--- src/sv/crs_pkg.sv ---
// crs_pkg: shared constants, status codes and result type of the record checker
// no dependencies; used by every module of crc_record_stream_checker
`default_nettype none

package crs_pkg;

    localparam int LENGTH_BITS = 16;
    localparam int HDR_POS_BITS = 4;
    localparam int MAGIC_BITS = 32;
    localparam int CRC_BITS = 16;
    localparam int CFG_DATA_BITS = 32;
    localparam int CFG_INDEX_BITS = 1;

    localparam logic [CRC_BITS-1:0] CRC_INIT = 16'hFFFF;
    localparam logic [CRC_BITS-1:0] CRC_POLY = 16'h1021;

    // header byte positions
    localparam logic [HDR_POS_BITS-1:0] POS_MAGIC_END = 4'd4;
    localparam logic [HDR_POS_BITS-1:0] POS_MAGIC_LAST = 4'd3;
    localparam logic [HDR_POS_BITS-1:0] POS_LENGTH_END = 4'd8;
    localparam logic [HDR_POS_BITS-1:0] POS_LENGTH_LAST = 4'd7;
    localparam logic [HDR_POS_BITS-1:0] CRC_HDR_BYTES = 4'd10;
    localparam logic [HDR_POS_BITS-1:0] POS_CHECK_LAST = 4'd11;
    localparam logic [HDR_POS_BITS-1:0] HDR_BYTES = 4'd12;

    // status codes
    localparam logic [1:0] STATUS_OK = 2'd0;
    localparam logic [1:0] STATUS_INTEGRITY = 2'd1;
    localparam logic [1:0] STATUS_RANGE = 2'd2;

    // configuration register indexes
    localparam logic [CFG_INDEX_BITS-1:0] REG_RECORD_MAGIC = 1'b0;
    localparam logic [CFG_INDEX_BITS-1:0] REG_MAX_LENGTH = 1'b1;

    typedef struct packed {
        logic                   has_data;
        logic [7:0]             data_byte;
        logic                   done_res;
        logic [1:0]             status;
        logic [LENGTH_BITS-1:0] record_length;
    } result_t;

endpackage

`default_nettype wire

--- src/sv/crs_crc_step.sv ---
// crs_crc_step: one byte of CRC-16/CCITT-FALSE (poly 0x1021), unrolled xor logic
// depends on crs_pkg
`default_nettype none

module crs_crc_step (
    input  wire logic [crs_pkg::CRC_BITS-1:0] crc_in,
    input  wire logic [7:0]                   data_in,
    output logic      [crs_pkg::CRC_BITS-1:0] crc_out
);

    always_comb
    begin
        logic [crs_pkg::CRC_BITS-1:0] c;
        c = crc_in ^ {data_in, 8'h00};
        for (int k = 0; k < 8; k++)
        begin
            if (c[crs_pkg::CRC_BITS-1])
            begin
                c = {c[crs_pkg::CRC_BITS-2:0], 1'b0} ^ crs_pkg::CRC_POLY;
            end
            else
            begin
                c = {c[crs_pkg::CRC_BITS-2:0], 1'b0};
            end
        end
        crc_out = c;
    end

endmodule

`default_nettype wire

--- src/sv/crs_core.sv ---
// crs_core: record state (position, header fields, running crc) and result decision
// depends on crs_pkg and crs_crc_step
`default_nettype none

module crs_core (
    input  wire logic                                clk,
    input  wire logic                                rst_n,
    input  wire logic                                fire,
    input  wire logic                                start_req,
    input  wire logic [7:0]                          value,
    input  wire logic [crs_pkg::MAGIC_BITS-1:0]      record_magic,
    input  wire logic [crs_pkg::LENGTH_BITS-1:0]     max_length,
    output logic                                     produce,
    output crs_pkg::result_t                         result
);

    localparam int LB = crs_pkg::LENGTH_BITS;

    logic [crs_pkg::HDR_POS_BITS-1:0] hdr_pos_reg, hdr_pos_next;
    logic [LB-1:0]                    data_count_reg, data_count_next;
    logic [crs_pkg::MAGIC_BITS-1:0]   magic_shift_reg, magic_shift_next;
    logic [31:0]                      stored_len_reg, stored_len_next;
    logic [crs_pkg::CRC_BITS-1:0]     stored_check_reg, stored_check_next;
    logic [crs_pkg::CRC_BITS-1:0]     crc_reg, crc_next;
    logic                             finished_reg, finished_next;

    logic [crs_pkg::HDR_POS_BITS-1:0] base_pos;
    logic [LB-1:0]                    base_count;
    logic [crs_pkg::MAGIC_BITS-1:0]   base_magic;
    logic [31:0]                      base_len;
    logic [crs_pkg::CRC_BITS-1:0]     base_check;
    logic [crs_pkg::CRC_BITS-1:0]     base_crc;
    logic [crs_pkg::CRC_BITS-1:0]     crc_stepped;
    logic [LB:0]                      count_plus;
    logic                             active;

    crs_crc_step u_crc_step (
        .crc_in  (base_crc),
        .data_in (value),
        .crc_out (crc_stepped)
    );

    always_comb
    begin
        base_pos   = start_req ? '0 : hdr_pos_reg;
        base_count = start_req ? '0 : data_count_reg;
        base_magic = start_req ? '0 : magic_shift_reg;
        base_len   = start_req ? '0 : stored_len_reg;
        base_check = start_req ? '0 : stored_check_reg;
        base_crc   = start_req ? crs_pkg::CRC_INIT : crc_reg;
        count_plus = {1'b0, base_count} + 1'b1;
        active     = fire && (start_req || !finished_reg);

        hdr_pos_next      = hdr_pos_reg;
        data_count_next   = data_count_reg;
        magic_shift_next  = magic_shift_reg;
        stored_len_next   = stored_len_reg;
        stored_check_next = stored_check_reg;
        crc_next          = crc_reg;
        finished_next     = finished_reg;
        produce           = 1'b0;
        result            = '0;

        if (active)
        begin
            hdr_pos_next      = base_pos;
            data_count_next   = base_count;
            magic_shift_next  = base_magic;
            stored_len_next   = base_len;
            stored_check_next = base_check;
            crc_next          = base_crc;
            finished_next     = 1'b0;

            if (base_pos < crs_pkg::HDR_BYTES)
            begin
                hdr_pos_next = base_pos + 1'b1;
            end
            if (base_pos < crs_pkg::CRC_HDR_BYTES)
            begin
                crc_next = crc_stepped;
            end

            if (base_pos < crs_pkg::POS_MAGIC_END)
            begin
                magic_shift_next = {base_magic[crs_pkg::MAGIC_BITS-9:0], value};
                if (base_pos == crs_pkg::POS_MAGIC_LAST && magic_shift_next != record_magic)
                begin
                    finished_next = 1'b1;
                    produce       = 1'b1;
                    result.done_res = 1'b1;
                    result.status   = crs_pkg::STATUS_INTEGRITY;
                end
            end
            else if (base_pos < crs_pkg::POS_LENGTH_END)
            begin
                stored_len_next = {base_len[23:0], value};
                if (base_pos == crs_pkg::POS_LENGTH_LAST && stored_len_next > 32'(max_length))
                begin
                    finished_next = 1'b1;
                    produce       = 1'b1;
                    result.done_res = 1'b1;
                    result.status   = crs_pkg::STATUS_RANGE;
                end
            end
            else if (base_pos < crs_pkg::CRC_HDR_BYTES)
            begin
                // sequence number, covered by crc only
            end
            else if (base_pos < crs_pkg::HDR_BYTES)
            begin
                stored_check_next = {base_check[7:0], value};
                // empty record ends on the last header byte
                if (base_pos == crs_pkg::POS_CHECK_LAST && base_len == '0)
                begin
                    finished_next   = 1'b1;
                    produce         = 1'b1;
                    result.done_res = 1'b1;
                    if (base_crc == stored_check_next)
                    begin
                        result.status        = crs_pkg::STATUS_OK;
                        result.record_length = base_len[LB-1:0];
                    end
                    else
                    begin
                        result.status = crs_pkg::STATUS_INTEGRITY;
                    end
                end
            end
            else
            begin
                crc_next         = crc_stepped;
                data_count_next  = count_plus[LB-1:0];
                produce          = 1'b1;
                result.has_data  = 1'b1;
                result.data_byte = value;
                if (count_plus == {1'b0, base_len[LB-1:0]})
                begin
                    finished_next   = 1'b1;
                    result.done_res = 1'b1;
                    if (crc_stepped == base_check)
                    begin
                        result.status        = crs_pkg::STATUS_OK;
                        result.record_length = base_len[LB-1:0];
                    end
                    else
                    begin
                        result.status = crs_pkg::STATUS_INTEGRITY;
                    end
                end
            end
        end
    end

    always_ff @(posedge clk or negedge rst_n)
    begin
        if (!rst_n)
        begin
            hdr_pos_reg      <= '0;
            data_count_reg   <= '0;
            magic_shift_reg  <= '0;
            stored_len_reg   <= '0;
            stored_check_reg <= '0;
            crc_reg          <= crs_pkg::CRC_INIT;
            finished_reg     <= 1'b1;
        end
        else
        begin
            hdr_pos_reg      <= hdr_pos_next;
            data_count_reg   <= data_count_next;
            magic_shift_reg  <= magic_shift_next;
            stored_len_reg   <= stored_len_next;
            stored_check_reg <= stored_check_next;
            crc_reg          <= crc_next;
            finished_reg     <= finished_next;
        end
    end

endmodule

`default_nettype wire
--- config.mk ---
export PLATFORM = sky130hd
export DESIGN_NAME = crs_core
export DESIGN_NICKNAME = d
export VERILOG_FILES = /design/src/sv/crs_pkg.sv /design/src/sv/crs_crc_step.sv /design/src/sv/crs_core.sv
export SDC_FILE = /design/constraint.sdc
export NUM_CORES = 1
export LEC_CHECK = 0
export BUFFER_PORTS_ARGS = -buffer_cell sky130_fd_sc_hd__buf_4
export CORE_MARGIN = 4
export CORE_UTILIZATION = 50
export CTS_CLUSTER_SIZE = 16
export DETAILED_ROUTE_END_ITERATION = 8
export PLACE_DENSITY = 0.7
export SKIP_CTS_REPAIR_TIMING = 1
export SLEW_MARGIN = 20
export SYNTH_ARGS = -nofsm -noshare
export SYNTH_HDL_FRONTEND = slang
export SYNTH_SLANG_ARGS = --single-unit
--- constraint.sdc ---
create_clock -name clk -period 8.9 [get_ports clk]
set_input_delay 2.67 -clock clk [delete_from_list [all_inputs] [get_ports clk]]
set_output_delay 2.67 -clock clk [all_outputs]
set_load 0.02 [all_outputs]
==> impl_metrics.py <==
metrics = {
    "route": {
        "drc": 0,
        "drt_pre_antenna_iters": 7,
        "wl_met1_microns": 10200,
        "first_iter_violations": 612,
        "post_drt_wl_per_cell_microns": 19.0,
        "viasPerCell": 5.93,
        "routed_wl_microns": 22600,
        "vias": 7067,
        "wl_met3_microns": 1130,
        "routed.top_layer": "met4",
        "wl_met2_microns": 10700,
        "ant_nets": 0,
    },
    "run_status": {
        "status": "finished, final reports clean",
    },
    "cts": {
        "cts_max_level": 3,
        "clk_latency_ps": 360,
        "cts_tree": "yes",
        "clk_pin_slew_ps": 70,
        "cts_buffer_depth": 2,
        "cts_root_buffer": "clkbuf_16",
        "cts_buffers": 9,
        "cts.sinks": 109,
    },
    "pwr": {
        "finalPower_mw": 1.93,
        "switching_share_pct": 39.5,
        "leakage_nw": 3.80,
        "peakVddDrop_uv": 173,
        "switchingPower_mw": 0.765,
        "powerDensity_nw_per_um2": 211,
        "clock_power_share_pct": 20.6,
        "pwr-share-comb_pct": 39.5,
        "pwr-share-seq_pct": 39.9,
        "p_int_mw": 1.17,
    },
    "sta": {
        "setup_viol": 0,
        "rsz0062_at_grt": "false",
        "slew_headroom_pct": 33.0,
        "fin_crit_sh_pct": 94.3,
        "finalHoldViolCount": 0,
        "hold_ws_ps": 503,
        "drv_slew": 0,
        "fin_crit_ps": 8400,
        "clock_skew_ps": 11.5,
        "max_freq_mhz": 119,
        "worst_pin_slew_ps": 1000,
        "tns_ps": 0,
    },
    "layout": {
        "multi_input_area_sq_um": 4900,
        "final_core_util_pct": 59.4,
        "most-common-layout-cells": "106 x buf_4, 92 x nand2_1, 92 x dfrtp_1",
        "diodes": 0,
        "drive_gt1_share_pct": 19.0,
        "nNetsFinal": 1053,
        "final_common_cell": "buf_4",
        "synthToLayoutAreaGrowth_pct": 14.8,
        "layout.cells.non_filler": 1191,
        "register_area_sq_um": 2750,
        "largest_reg_flops": 32,
        "fillers": 1419,
    },
    "die": {
        "rows": 45,
        "ios": 89,
        "coreArea_sq_um": 15400,
        "die_x_microns": 134,
        "die_area_sq_um": 18000,
        "start_util_pct": 51.7,
        "die_y_microns": 134,
    },
    "worst_setup_path": {
        "startpoint": "start_req",
        "timing.rr.start": "data_count_reg[7]$_DFFE_PN0P_",
        "crit_arrival_ps": 5730,
        "critPathCaptureType": "output port",
        "crit_type": "in -> out",
        "worst_ep_required_time_ps": 6230,
        "crit_path_start_kind": "input port",
        "worstPathMaxFanout": 35,
    },
    "synthesis": {
        "synthesis.nets": 1005,
        "synth_area_leaders": "dfrtp_1 29%, xnor2_1 7.1%, dfstp_2 5.6%",
        "synth_edf_count": 0,
        "ys_ff_latch": 109,
        "synth_cell_type_count": 72,
        "syn_avg_cell_area_sq_um": 8.61,
        "ys_seq_area_share_pct": 34.5,
        "synth-async-reset-ratio_pct": 100,
        "synth_area_sq_um": 7980,
        "yosysTopAreaCellShare_pct": 28.9,
        "synth_flop_cell": "dfrtp_1",
        "synth_largest_area_cell": "dfrtp_1",
        "syn_inst": 927,
        "yosys_warnings": 0,
    },
    "global_routing": {
        "grt_max_degree": 60,
        "antenna_found_initial": 0,
        "grt_overflow_total": 0,
        "grt_pass1_wl_microns": 36200,
        "grt.total_usage_pct": 25.2,
        "grt_pass1_vias": 6696,
    },
    "worst_hold_path": {
        "min_from": "stored_len_reg[27]$_DFFE_PN0P_",
        "hold_path.class": "reg -> reg",
    },
    "placed_design": {
        "port_buffers": 88,
        "placed_cells": 1175,
        "hpwl_microns": 16500,
        "routabilityCongestion": 0.920,
    },
    "run": {
        "drv_cap": 0,
    },
}
## cells by family (layout without fill, tap and decap cells)
logic type,after synthesis,count (layout),synth area share (%)
simple gates,316,316,20.3
compound gates,251,251,21.8
buf+inv,112,165,5.88
flops,109,109,34.5
xor+xnor,100,100,11.9
mux,21,21,2.81
fa+ha+maj,18,18,2.82
## critical path, cell delays in order
cell and delay [ps]:
buf_4 240, buf_4 420, nor2_1 110, xnor2_1 420, xnor2_1 200, nand3b_1 130, a21oi_1 70, o31a_1 360
a21boi_4 800, a211oi_2 90, buf_4 210
## worst paths after layout
check,to,slack (ps),cells past startpoint
max in group asynchronous,stored_check_reg[9]$_DFFE_PN0P_,5380,2
min reg2reg,stored_len_reg[27]$_DFFE_PN0P_,500,1
max reg2reg,finished_reg$_DFFE_PN1P_,5990,7
min in group asynchronous,magic_shift_reg[20]$_DFFE_PN0P_,2320,1
min,stored_len_reg[27]$_DFFE_PN0P_,500,1
max,result[0],500,11
## power groups by stage
stage | sequential [mW] | clock, mW | combinational (mW)
2_1_floorplan | 0.700 | 0 | 0.642
3_3_place_gp | 0.777 | 0 | 0.755
3_5_place_dp | 0.780 | 0 | 0.758
4_1_cts | 0.770 | 0.405 | 0.762
5_1_grt | 0.789 | 0.426 | 0.846
6_report | 0.772 | 0.398 | 0.764
## metal layers
layer	GRT usage (%)	vias up
li1	-	3411
met1	35.2	3417
met2	40.3	206
met3	3.53	33
met4	8.43	0
met5	0	-
## cell usage after synthesis (3+ instances only)
cell type	n
a22o_1	39
nand3b_1	3
a211oi_1	8
mux2_2	11
o32ai_1	8
inv_1	42
ha_1	18
o211ai_1	5
nand4_1	13
nor4bb_1	9
clkbuf_1	37
nor2b_1	12
a211o_1	3
a21o_1	10
nand2_1	92
a31oi_1	13
xnor2_2	4
a41oi_1	4
a22oi_1	9
buf_4	3
a2111oi_0	3
nor3_1	26
buf_1	4
or4_1	4
dfstp_2	17
o22ai_1	8
mux2i_1	10
and3_1	7
o2111a_1	3
nand3_1	17
xnor2_1	65
nor4_1	17
a211oi_2	10
o21ai_0	69
and4_1	3
nand2b_1	14
nor3b_1	4
nor2_1	73
o21a_1	5
buf_2	24
xor2_1	27
dfrtp_1	92
and2_1	9
a21oi_1	37
## final cells by class
class	count	share of cell area, %
Inverter	43	1.76
Clock buffer	9	2.46
Multi-Input combinational cell	706	53.5
Timing Repair Buffer	106	8.69
Sequential cell	109	30.0
Tap cell	211	2.88
Clock inverter	7	0.710
## through the flow
stage,setup slack [ps],area [sq um]
CTS,504,9160
global placement,597,8870
finish,503,9160
detailed placement,508,8870
floorplan,15.2,8130
global route,219,9160
(Power assumes the default switching activity.)
